## config.mk

```make
export PLATFORM = sky130hd
export DESIGN_NAME = imo_ctrl
export DESIGN_NICKNAME = d
export VERILOG_FILES = /design/src/rtl/imo_pkg.sv /design/src/rtl/imo_ctrl.sv
export SDC_FILE = /design/constraint.sdc
export NUM_CORES = 1
export LEC_CHECK = 0
export BUFFER_PORTS_ARGS = -buffer_cell sky130_fd_sc_hd__buf_2
export CORE_AREA = 2 2 39 41
export CTS_CLUSTER_SIZE = 30
export DETAILED_ROUTE_END_ITERATION = 7
export DIE_AREA = 0 0 41 43
export SLEW_MARGIN = 15
export SYNTH_ARGS = -nofsm -noshare
export SYNTH_HDL_FRONTEND = slang
export SYNTH_SLANG_ARGS = --single-unit
```

## constraint.sdc

```tcl
create_clock -name i_clk -period 2.45 [get_ports i_clk]
set_clock_uncertainty 0.05 [all_clocks]
set_input_delay 0.49 -clock i_clk [delete_from_list [all_inputs] [get_ports i_clk]]
set_output_delay 0.49 -clock i_clk [all_outputs]
set_load 0.05 [all_outputs]
```

## src/rtl/imo_pkg.sv

```systemverilog
// imo_pkg: shared types, constants and helpers for interval_max_overlap.
// Holds the controller state enum, the command and status structs and the
// sort key helper. No dependencies.
package imo_pkg;

    localparam int ValW               = 32;
    localparam int KeyW               = ValW + 1;
    localparam int ResW               = 9;
    localparam int MaxIntervalsDefault = 256;

    typedef logic [KeyW-1:0] t_key;

    typedef enum logic [1:0] {
        S_LOAD,
        S_INS2,
        S_SWEEP,
        S_EMIT
    } t_state;

    typedef struct packed {
        logic capture;
        logic ins_close;
        logic pop;
        logic emit;
    } t_cmd;

    typedef struct packed {
        logic last;
        logic head_valid;
        logic out_busy;
    } t_stat;

    // signed order mapped to unsigned; close sorts before open at equal value
    function automatic t_key make_key(input logic [ValW-1:0] val, input logic is_close);
        make_key = {~val[ValW-1], val[ValW-2:0], ~is_close};
    endfunction

endpackage

```

## src/rtl/imo_ctrl.sv

```systemverilog
// imo_ctrl: controller state machine sequencing load, insert, sweep and emit.
// Depends on imo_pkg.
module imo_ctrl (
    input  logic           i_clk,
    input  logic           i_rst_n,
    input  logic           i_in_valid,
    output logic           o_in_ready,
    input  imo_pkg::t_stat i_stat,
    output imo_pkg::t_cmd  o_cmd
);
    import imo_pkg::*;

    t_state r_state;
    t_state n_state;

    always_ff @(posedge i_clk) begin
        if (!i_rst_n) begin
            r_state <= S_LOAD;
        end else begin
            r_state <= n_state;
        end
    end

    always_comb begin
        n_state = r_state;
        unique case (r_state)
            S_LOAD:  if (i_in_valid) n_state = S_INS2;
            S_INS2:  n_state = i_stat.last ? S_SWEEP : S_LOAD;
            S_SWEEP: if (!i_stat.head_valid) n_state = S_EMIT;
            S_EMIT:  if (!i_stat.out_busy) n_state = S_LOAD;
            default: n_state = S_LOAD;
        endcase
    end

    always_comb begin
        o_in_ready = 1'b0;
        o_cmd      = '0;
        unique case (r_state)
            S_LOAD: begin
                o_in_ready    = 1'b1;
                o_cmd.capture = i_in_valid;
            end
            S_INS2:  o_cmd.ins_close = 1'b1;
            S_SWEEP: o_cmd.pop = i_stat.head_valid;
            S_EMIT:  o_cmd.emit = !i_stat.out_busy;
            default: o_cmd = '0;
        endcase
    end

endmodule

```

---- Word level (Yosys, flattened, before mapping) ----
Index checks and enable logic that the tools add are counted.
word-level totals
  register bits ........................... 2
  bits in latches ......................... 0
  bits in writable memories ............... 0
  ROM bits ................................ 0
  input bits .............................. 6
  output and inout port bits .............. 5
  memories kept ........................... 0
operators by class
  add/subtract/negate cells ............... 0
  $mul .................................... 0
  div/mod/pow operators ................... 0
  magnitude comparators ................... 0
  eq/ne operators ......................... 6
  shifts and indexed selects .............. 0
  muxes and demuxes ....................... 10
  bitwise logic cells ..................... 0
  reduce and logical (&&, ||, !) cells .... 3
operators with widths
  cell                                                                   number
  2-bit two-way mux                                                      4
  2-bit case mux with 4 select lines                                     1
  2-bit inequality test, second input constant                           3
  1-bit two-way mux                                                      5
  2-bit equality test, second input constant                             2
  3-bit AND reduction                                                    1
  2-bit by 1-bit equality test with 1-bit output, second input constant  1
  2-bit logical NOT                                                      1
  1-bit logical NOT                                                      1

---- Longest topological paths before layout ----
Gate-level depths: netlist of run 1.
  depth after elaboration ................. 3
  gate-level depth with buffers ........... 3
  depth with buffers taken out ............ 3

---- Worst setup path after synthesis of run 1 ----
OpenSTA, ideal clock, no wires.
  path kind ............................... flip-flop to output port
  start point ............................. register with a tool-made name
  end point ............................... output port o_cmd[3] (netlist name)
  data arrival time ....................... 1.565 ns
  required time ........................... 1.910 ns
  setup slack ............................. 0.345 ns
  stages on the path, launching flop included .. 3
  path through ............................ dfxtp_1 > nor2_1 > and2_1
RTL lines
  element           RTL line       text
  end: declaration  imo_ctrl.sv:9  output imo_pkg::t_cmd o_cmd

==> key figures, run 1 <==
Final layout
  • Antenna diodes: 0
  • Area Growth Syn to Fin: 74.7%
  • Util after Layout: 0.156
  • Commonest non-fill, non-tap cell in the layout: buf_2
  • FILL cells: about 160
  • Nets@finish: 38
  • Share of layout cells above drive strength 1: 0.500
  • Most frequent cells in the layout: buf_2, nor2_1, nand2_1, clkbuf_4

Detailed routing
  • Vias post-DR: between 150 and 200
  • First-pass detailed-route iteration total: 2
  • 1st-iter DRT viols: 1
  • Vias per cell: approximately 3.4
  • Total Wirelength: approximately 310 µm
  • DRC violation count after routing: 0
  • Post-DRT Antenna Nets: 0
  • WL/cell: roughly 6.7 µm

Die
  • Core Region: 1380 µm²
  • Die area: 1760 µm²
  • Cell row count: 14
  • IO Count: 11
  • Die W: about 40 µm
  • Die H: 43 µm
  • Initial core utilization: 0.0895

Clock network
  • Hold-fix buffers at CTS: 0
  • CTS sink cnt: 2
  • Post-CTS sizing: 0
  • Total CTS buffers: 3
  • CTS H-Tree Depth: 1
  • CTS clk-pin slew, worst paths: about 0.03 ns
  • CTS tree: yes
  • Setup Fix Bufs, Post-CTS: 0
  • Clk buf depth: 2
  • Latest clock arrival within the worst-skew pair: 0.22 ns
  • Root Buffer: clkbuf_4

Timing
  • Setup TNS: 0 ns
  • Setup violators final: 0
  • Final hold violations: 0
  • Post-layout min period: approximately 1.6 ns
  • Fmax: 613 MHz
  • Max Slew Vio Count: 0
  • Unrepaired setup endpoints after global routing: no
  • Final period utilization: 0.665
  • Slew @ Worst Pin: roughly 0.25 ns
  • Slew headroom: 0.836

Synthesis
  • Post-synthesis sequential area ratio: 0.323
  • Synthesized Nets: 23
  • Post-Synthesis Cells: 17
  • Yosys Warn Count: 0
  • Syn Area/Cell: 7.29 µm²
  • Library cells used by synthesis: 10
  • Post-Syn Area: about 120 µm²
  • Synth Register Bits: 2

Worst setup path
  • Worst-path fanout max: 7
  • Critical path type: flop to output port
  • Crit path capture type: output port
  • Critical Path Start Type: flop
  • Critical Path RT: ~1.9 ns
  • Worst Path Arrival: approximately 1.1 ns

Power
  • Lkg Pwr: around 0.00010 µW
  • Pwr dens: 750 nW/µm²
  • Peak supply drop: slightly above 0.1 mV

Status
  • Outcome: complete, no violations

Run
  • Number of max-cap violations: 0

Min path
  • Worst Hold Class: input pin to flop

Global route
  • First-pass GRT wire length: between 400 and 500 µm
  • GR Util met2: 0.0469
  • Most utilized layer in the global route result: met3
  • Initial antenna violation count: 0
  • Vias in the first global route: ~120
  • Met3 usage: 0.0628
  • GRT met1 Usage: 0.0351
  • GR Overflow Total: 0
  • Total track usage: 0.0441
  • Largest net degree at the start of global routing: 8

Place
  • Detail Placement HPWL: approximately 240 µm
  • GP Congestion: approximately 0.49
  • Input/output buffers: 10
[path summary, 6_finish.rpt]
path / start / end / slack, ns / depth (start not counted)
setup / recovery: flop / o_cmd[0] / 0.82 / 3
hold / removal: i_rst_n / flop / 0.46 / 2
setup reg to reg: flop / r_state[0]$_SDFFE_PN0P_ / 1.48 / 3
hold reg to reg: r_state[0]$_SDFFE_PN0P_ / r_state[0]$_SDFFE_PN0P_ / 0.54 / 2
[worst max-delay path, cell delays in order, from the launching register on]
cell     delay (ns)
dfxtp_1        0.43
inv_1          0.08
nor2_1         0.09
buf_2          0.26
[final cells by class]
type	instances	area [µm²]	share of cell area
well taps	16	20.0	0.0925
inverters	1	3.75	0.0173
repair buffers	10	50.0	0.231
clock buffers	3	22.5	0.104
multi-input cells	14	80.1	0.370
flip-flops and latches	2	40.0	0.185
[per-stage QoR]
stage | setup WS [ns] | power, µW | cell area [µm²] | cells | hold WS, ns
2_1_floorplan | 0.345 | 79.3 | 124 | 17 | 0.498
3_3_place_gp | 0.833 | 92.3 | 194 | 43 | 0.533
3_5_place_dp | 0.829 | 92.3 | 194 | 43 | 0.531
4_1_cts | 0.804 | 167 | 216 | 46 | 0.457
5_1_grt | 0.743 | 171 | 216 | 46 | 0.467
6_report | 0.820 | 162 | 216 | 46 | 0.461
[Yosys cell counts]
cell | count | area, µm²
a22oi_1 | 1 | 7.51
and2_1 | 1 | 6.26
dfxtp_1 | 2 | 40.0
inv_1 | 1 | 3.75
nand2_1 | 3 | 11.3
nand2b_1 | 1 | 6.26
nor2_1 | 4 | 15.0
nor2b_1 | 1 | 6.26
nor2b_2 | 2 | 17.5
o311a_1 | 1 | 10.0
[logic make-up after synthesis]
group	Yosys count	share of synthesized area
compound gates	2	0.141
buf+inv	1	0.0303
flops	2	0.323
simple gates	12	0.505
[per-layer routing]
layer | routed length (µm) | share of wire | vias to the layer above
li1 | - | - | 82
met1 | 130 | 0.42 | 68
met2 | 118 | 0.38 | 8
met3 | 61 | 0.20 | 0
met4 | 0 | 0 | 0
met5 | 0 | 0 | -
[power by group]
| group | switching (µW) | internal, µW | total, µW |
|---|---|---|---|
| logic | 35.1 | 15.4 | 50.6 |
| registers | 4.90 | 36.0 | 40.9 |
| clock network | 17.0 | 53.9 | 70.9 |
Note: power is estimated with default switching activity, not from simulation.
==> run 2, diff against run 1 <==
Settings changed: ABC_AREA set to 1.
Clock period 2.45 ns to 1.5 ns, I/O delays scaled along.
==> run 2 against run 1 <==
Core utilization increased by 1.8 points. Cell area up 12%. Total power up 73%. Clock power grew 71%. Wire length up 11%. Global-route usage increased by 1.3 points. Via count increased by 12%. Worst hold slack got worse by 0.22 ns.
==> key figures, run 2 <==
Power
  • Peak supply drop: 0.207 mV (was 0.102 mV)
  • Tot Pwr: 281 µW (was 162 µW)
  • Pwr dens: 1160 nW/µm² (was 750 nW/µm²)
  • NetSw: 106 µW (was 57.0 µW)
  • Int Power: 174 µW (was 105 µW)
  • Clock power share: 0.431 (was 0.437)
  • Combinational share of power: 0.326 (was 0.312)
  • Sw Ratio: 0.379 (was 0.351)
  • Lkg Pwr: 0.000141 µW (was 0.000105 µW)
  • Sequential Power Share: 0.243 (was 0.252)

Status
  • Outcome: complete, no violations (unchanged)

Detailed routing
  • Post-DRT Antenna Nets: 0 (unchanged)
  • DRC violation count after routing: 0 (unchanged)
  • Vias per cell: 3.47 (was 3.43)
  • First-pass detailed-route iteration total: 2 (unchanged)
  • 1st-iter DRT viols: 5 (was 1)
  • WL/cell: 6.75 µm (was 6.72 µm)
  • Total Wirelength: 344 µm (was 309 µm)
  • Vias post-DR: 177 (was 158)

Synthesis
  • Post-Syn Area: 128 µm² (was 124 µm²)
  • Share of the synthesized area in the top cell type: 0.314 (was 0.323)
  • Most frequent cells after synthesis: inv_1, nand2_1, dfxtp_1, nor2_1, nor3_1 (was nor2_1, nand2_1, dfxtp_1, nor2b_2)
  • Post-Synthesis Cells: 22 (was 17)
  • Yosys top cell by area: dfxtp_1 (unchanged)
  • Area contributors post-synth: dfxtp_1, inv_1, nand2_1 (was dfxtp_1, nor2b_2, nor2_1)
  • Post-synthesis sequential area ratio: 0.314 (was 0.323)
  • Library cells used by synthesis: 11 (was 10)
  • EDFF count, synth: 0 (unchanged)
  • Synth Register Bits: 2 (unchanged)
  • Yosys Warn Count: 0 (unchanged)
  • Synthesized Nets: 28 (was 23)
  • Syn Area/Cell: 5.80 µm² (was 7.29 µm²)
  • Most common flop cell mapped by yosys: dfxtp_1 (unchanged)
  • Asr flop ratio synth: 0 (unchanged)

Timing
  • Slew headroom: 0.836 (about the same)
  • Unrepaired setup endpoints after global routing: no (unchanged)
  • Setup TNS: 0 ns (unchanged)
  • Fmax: about 740 MHz
  • Final period utilization: 0.902
  • Setup violators final: 0 (unchanged)
  • Max Slew Vio Count: 0 (unchanged)
  • Slew @ Worst Pin: 0.248 ns (about the same)
  • Post-layout min period: 1.35 ns
  • Final hold violations: 0 (unchanged)

Worst setup path
  • RR Startpoint: r_state[0]$_SDFFE_PN0P_
  • Worst-path fanout max: 5 (was 7)
  • Reg2Reg Depth: 3 (unchanged)
  • Worst setup path end: o_cmd[0] (unchanged)
  • Critical Path Start Type: flop (unchanged)
  • Critical path type: flop to output port (unchanged)
  • Setup slack, reg-to-reg: 0.67 ns (was 1.48 ns)
  • Crit path from: r_state[0]$_SDFFE_PN0P_
  • Critical Path RT: 1.15 ns (was 1.91 ns)
  • Crit path capture type: output port (unchanged)
  • Worst Path Arrival: 1.00 ns (was 1.09 ns)

Global route
  • Initial antenna violation count: 0 (unchanged)
  • First-pass GRT wire length: 524 µm (was 427 µm)
  • Largest net degree at the start of global routing: 8 (unchanged)
  • GR Overflow Total: 0 (unchanged)
  • Vias in the first global route: 162 (was 124)
  • Total track usage: 0.0570 (was 0.0441)

Die
  • Cell row count: 14 (unchanged)
  • Die area: 1760 µm² (unchanged)
  • Die H: 43 µm (unchanged)
  • Core Region: 1380 µm² (unchanged)
  • Die W: 41 µm (unchanged)
  • IO Count: 11 (unchanged)
  • Initial core utilization: 0.0922 (was 0.0895)

Place
  • Cell Count Post-Placement: 48 (was 43)
  • Input/output buffers: 10 (unchanged)
  • Detail Placement HPWL: 263 µm (was 238 µm)
  • GP Congestion: 0.547 (was 0.490)

Run
  • Number of max-cap violations: 0 (unchanged)

Clock network
  • CTS tree: yes (unchanged)
  • CTS sink cnt: 2 (unchanged)
  • Root Buffer: clkbuf_4 (unchanged)
  • CTS clk-pin slew, worst paths: 0.03 ns (about the same)
  • Clk buf depth: 2 (unchanged)
  • CTS H-Tree Depth: 1 (unchanged)
  • Total CTS buffers: 3 (unchanged)
  • Latest clock arrival within the worst-skew pair: 0.22 ns (about the same)

Final layout
  • Share of layout cells above drive strength 1: 0.543 (was 0.500)
  • FILL cells: 160 (was 159)
  • Layout Cells excl Fill: 51 (was 46)
  • Most frequent cells in the layout: buf_2, nand2_1, inv_1 (was buf_2, nor2_1, nand2_1, clkbuf_4)
  • Commonest non-fill, non-tap cell in the layout: buf_2 (unchanged)
  • Antenna diodes: 0 (unchanged)
  • Nets@finish: 43 (was 38)
  • Area Growth Syn to Fin: 89.2% (was 74.7%)
  • Util after Layout: 0.175 (was 0.156)

Min path
  • Min-Delay Path Depth: 3 (was 2)
  • Worst Hold Class: input pin to flop (unchanged)
run 2: how the worst min path moves through the flow:
stage / start / endpoint / slack, ns
after floorplan: i_rst_n / flop / 0.36
after global placement: i_rst_n / flop / 0.48
after detailed placement: i_rst_n / flop / 0.48
after CTS: i_rst_n / flop / 0.24
after global routing: i_rst_n / flop / 0.26
final: i_rst_n / flop / 0.24
run 2: what timing repair did:
| item | CTS | global route |
|---|---|---|
| resized for setup | 1 | 5 |
| setup endpoints to repair | 1 | 2 |
| setup buffers | 0 | 0 |
| hold buffers | 0 | 0 |
| endpoints found under the hold margin | 0 | 0 |
run 2: metal layers:
layer,vias to the layer above,routed length [µm],GRT usage
met3,2,30,0.0157
li1,94,-,-
met2,8,185,0.0750
met4,0,17,0.140
met5,-,0,0
met1,73,111,0.0286
run 2: through the flow:
stage / hold WS, ns / area [µm²] / setup WS (ns)
after floorplan: 0.359 / 138 / 0.0379
after global placement: 0.483 / 208 / 0.250
after detailed placement: 0.481 / 208 / 0.248
after CTS: 0.240 / 233 / 0.00606
after global routing: 0.260 / 241 / 0.0468
final: 0.243 / 241 / 0.147
run 2: critical path, cell delays in order (launching register included):
cell     delay (ns)
dfxtp_2        0.36
inv_2          0.07
nor3_2         0.17
buf_6          0.18
run 2: power by group through the flow:
stage	Clock [µW]	Combinational, µW	Sequential, µW
after floorplan	0	69.5	66.7
after global placement	0	90.7	67.8
after detailed placement	0	90.7	68.0
after CTS	129	91.3	67.2
after global routing	133	101	69.3
final	121	91.5	68.2
run 2: cell type report:
class,instances,area (µm²),share of cell area
clock buffer,3,22.5,0.0933
sequential,2,42.5,0.176
inverter,6,22.5,0.0933
tap,16,20.0,0.0829
timing repair buffer,10,58.8,0.244
multi-input combinational,14,75.1,0.311
run 2: logic make-up after synthesis:
family,after synthesis,share of synthesized area
AND/OR/NAND/NOR,11,0.373
flip-flops,2,0.314
buffers and inverters,6,0.176
AO/OA/AOI/OAI,3,0.137
==> run 3, diff against run 2 <==
--- a/config.mk
+++ b/config.mk
@@ -10,2 +10,3 @@
 export CORE_AREA = 2 2 39 41
+export CTS_BUF_LIST = sky130_fd_sc_hd__clkbuf_4
 export CTS_CLUSTER_SIZE = 30
@@ -13,3 +14,2 @@
 export DIE_AREA = 0 0 41 43
-export SLEW_MARGIN = 15
 export SYNTH_ARGS = -nofsm -noshare
--- a/constraint.sdc
+++ b/constraint.sdc
@@ -4,2 +4,2 @@
 set_output_delay 0.3 -clock i_clk [all_outputs]
-set_load 0.05 [all_outputs]
+set_load 0.1 [all_outputs]
==> run 3 against run 2 <==
Largest power group is now combinational cells. Worst hold slack better by 0.0070 ns. Highest routed layer is now met3. Maximum frequency down 4.8%. Largest cell class is now buffers. Critical path type unchanged. Sequential power up 3%. Clock-buffer cell count unchanged. Wire length up 6.4%. Core utilization up 6.1 points.
==> key figures, run 3 (synthesis results as in run 2) <==
Die
  • Die area: 1760 µm² (unchanged)
  • Cell row count: 14 (unchanged)
  • Die H: 43 µm (unchanged)
  • Die W: 41 µm (unchanged)
  • Core Region: 1380 µm² (unchanged)
  • IO Count: 11 (unchanged)
  • Initial core utilization: 0.0922 (unchanged)

Status
  • Outcome: complete, no violations (unchanged)

Timing
  • Fmax: 704 MHz (was 739 MHz)
  • Post-layout min period: 1.42 ns (was 1.35 ns)
  • Unrepaired setup endpoints after global routing: no (unchanged)
  • Slew headroom: 0.883 (was 0.836)
  • Hold WS: 0.250 ns (was 0.243 ns)
  • Crit path setup slack, layout: 0.0788 ns (was 0.147 ns)
  • Max Slew Vio Count: 0 (unchanged)
  • Final hold violations: 0 (unchanged)
  • Slew @ Worst Pin: 0.175 ns (was 0.248 ns)
  • Final period utilization: 0.947 (was 0.902)
  • Setup violators final: 0 (unchanged)

Final layout
  • Most frequent cells in the layout: nand2_1, buf_2, buf_12 (was buf_2, nand2_1, inv_1)
  • Layout Cells excl Fill: 51 (unchanged)
  • Area Growth Syn to Fin: 155% (was 89.2%)
  • Nets@finish: 43 (unchanged)
  • Share of layout cells above drive strength 1: 0.600 (was 0.543)
  • Antenna diodes: 0 (unchanged)

Power
  • Lkg Pwr: 0.000165 µW (was 0.000141 µW)
  • Peak supply drop: 0.189 mV (was 0.207 mV)
  • NetSw: 163 µW (was 106 µW)
  • Pwr dens: 1150 nW/µm² (was 1160 nW/µm²)
  • Sequential Power Share: 0.187 (was 0.243)
  • Int Power: 212 µW (was 174 µW)
  • Clock power share: 0.315 (was 0.431)
  • Combinational share of power: 0.498 (was 0.326)
  • Sw Ratio: 0.435 (was 0.379)

Worst setup path
  • Critical Path Slowest Stage Cell: dfxtp_2 (unchanged)
  • Slowest cell delay on critical path: 0.37 ns (was 0.36 ns)
  • Setup slack, reg-to-reg: 0.65 ns (was 0.67 ns)
  • Critical path type: flop to output port (unchanged)
  • Reg2Reg Depth: 4 (was 3)
  • Critical Path Start Type: flop (unchanged)
  • Crit path capture type: output port (unchanged)
  • Critical Path RT: 1.15 ns (about the same)
  • R2R Path End: r_state[0]$_SDFFE_PN0P_
  • Cell Chain, Critical Path: inv_2 > nor3_4 > buf_12 (was inv_2 > nor3_2 > buf_6)
  • Worst-path fanout max: 5 (unchanged)
  • Worst Path Arrival: 1.07 ns (was 1.00 ns)

Detailed routing
  • First-pass detailed-route iteration total: 2 (unchanged)
  • 1st-iter DRT viols: 1 (was 5)
  • Total Wirelength: 366 µm (was 344 µm)
  • Vias post-DR: 177 (unchanged)
  • DRC violation count after routing: 0 (unchanged)
  • Post-DRT Antenna Nets: 0 (unchanged)
  • WL/cell: 7.18 µm (was 6.75 µm)
  • Vias per cell: 3.47 (unchanged)

Place
  • DP Worst Slack: 0.221 ns (was 0.248 ns)
  • GP Congestion: 0.565 (was 0.547)
  • Input/output buffers: 10 (unchanged)
  • Cell Count Post-Placement: 48 (unchanged)

Clock network
  • Clk buf depth: 2 (unchanged)
  • CTS H-Tree Depth: 1 (unchanged)
  • CTS tree: yes (unchanged)
  • CTS sink cnt: 2 (unchanged)
  • Total CTS buffers: 3 (unchanged)
  • Setup Fix Bufs, Post-CTS: 0 (unchanged)
  • Root Buffer: clkbuf_4 (unchanged)
  • CTS clk-pin slew, worst paths: 0.03 ns (about the same)
  • Hold-fix buffers at CTS: 0 (unchanged)
  • Latest clock arrival within the worst-skew pair: 0.22 ns (about the same)

Min path
  • Min-Delay Path Depth: 3 (unchanged)
  • Worst hold start: i_rst_n (unchanged)
  • Worst Hold Class: input pin to flop (unchanged)

Global route
  • Total track usage: 0.0581 (was 0.0570)
  • GR Overflow Total: 0 (unchanged)
  • Vias in the first global route: 169 (was 162)
  • Largest net degree at the start of global routing: 8 (unchanged)
  • First-pass GRT wire length: 593 µm (was 524 µm)
  • Initial antenna violation count: 0 (unchanged)

Run
  • Number of max-cap violations: 0 (unchanged)
## run 3: cell counts in the layout (fill, tap and decap cells not counted)
Identical to the previous run, type by type.
## run 3: how the worst max path moves through the flow
stage | depth (start not counted) | start | endpoint | slack [ns]
after floorplan | 2 | r_state[0]$_SDFFE_PN0P_ | o_cmd[2] | -0.15
after CTS | 3 | flop | o_cmd[0] | 0.02
final | 3 | r_state[0]$_SDFFE_PN0P_ | o_cmd[0] | 0.08
after global routing | 3 | r_state[0]$_SDFFE_PN0P_ | o_cmd[0] | 0.03
after detailed placement | 3 | r_state[0]$_SDFFE_PN0P_ | o_cmd[0] | 0.22
after global placement | 3 | r_state[0]$_SDFFE_PN0P_ | o_cmd[0] | 0.23
## run 3: what timing repair did
| action | in CTS | in global routing |
|---|---|---|
| resized for setup | 2 | 0 |
| pin swaps | 0 | 1 |
| setup endpoints to repair | 1 | 1 |
| hold endpoints to repair | 0 | 0 |
## run 3: layer usage
metal,part of all wire,track usage,vias up
met3,0.12,0.0471,0
li1,-,-,93
met1,0.30,0.0383,78
met5,0,0,-
met4,0,0.0800,0
met2,0.57,0.0781,6
## run 3: cell type report
cell class | count | area [µm²]
Inverter | 6 | 22.5
Clock buffer | 3 | 22.5
Fill cell | 154 | 1060
Sequential cell | 2 | 45.0
Timing Repair Buffer | 10 | 125
Tap cell | 16 | 20.0
Multi-Input combinational cell | 14 | 90.1
## run 3: metrics by stage
step,power [µW],TNS (ns),area [µm²],utilization
global route,400,0,325,0.235
global placement,258,0,299,0.216
CTS,387,0,325,0.235
detailed placement,259,0,299,0.216
finish,375,0,325,0.235
floorplan,191,-0.403,154,-
## run 3: critical path: cells and delay by family (launching register included)
kind / cells / cell delay [ns]
buf+inv: 2 / 0.29
simple gates: 1 / 0.20
flops: 1 / 0.37
## run 3: power by group through the flow
stage	Combinational, µW	Sequential [µW]	Clock [µW]
2_1_floorplan	121	69.3	0
3_3_place_gp	188	70.4	0
3_5_place_dp	189	70.6	0
4_1_cts	189	70.0	128
5_1_grt	195	71.2	133
6_report	187	70.0	118
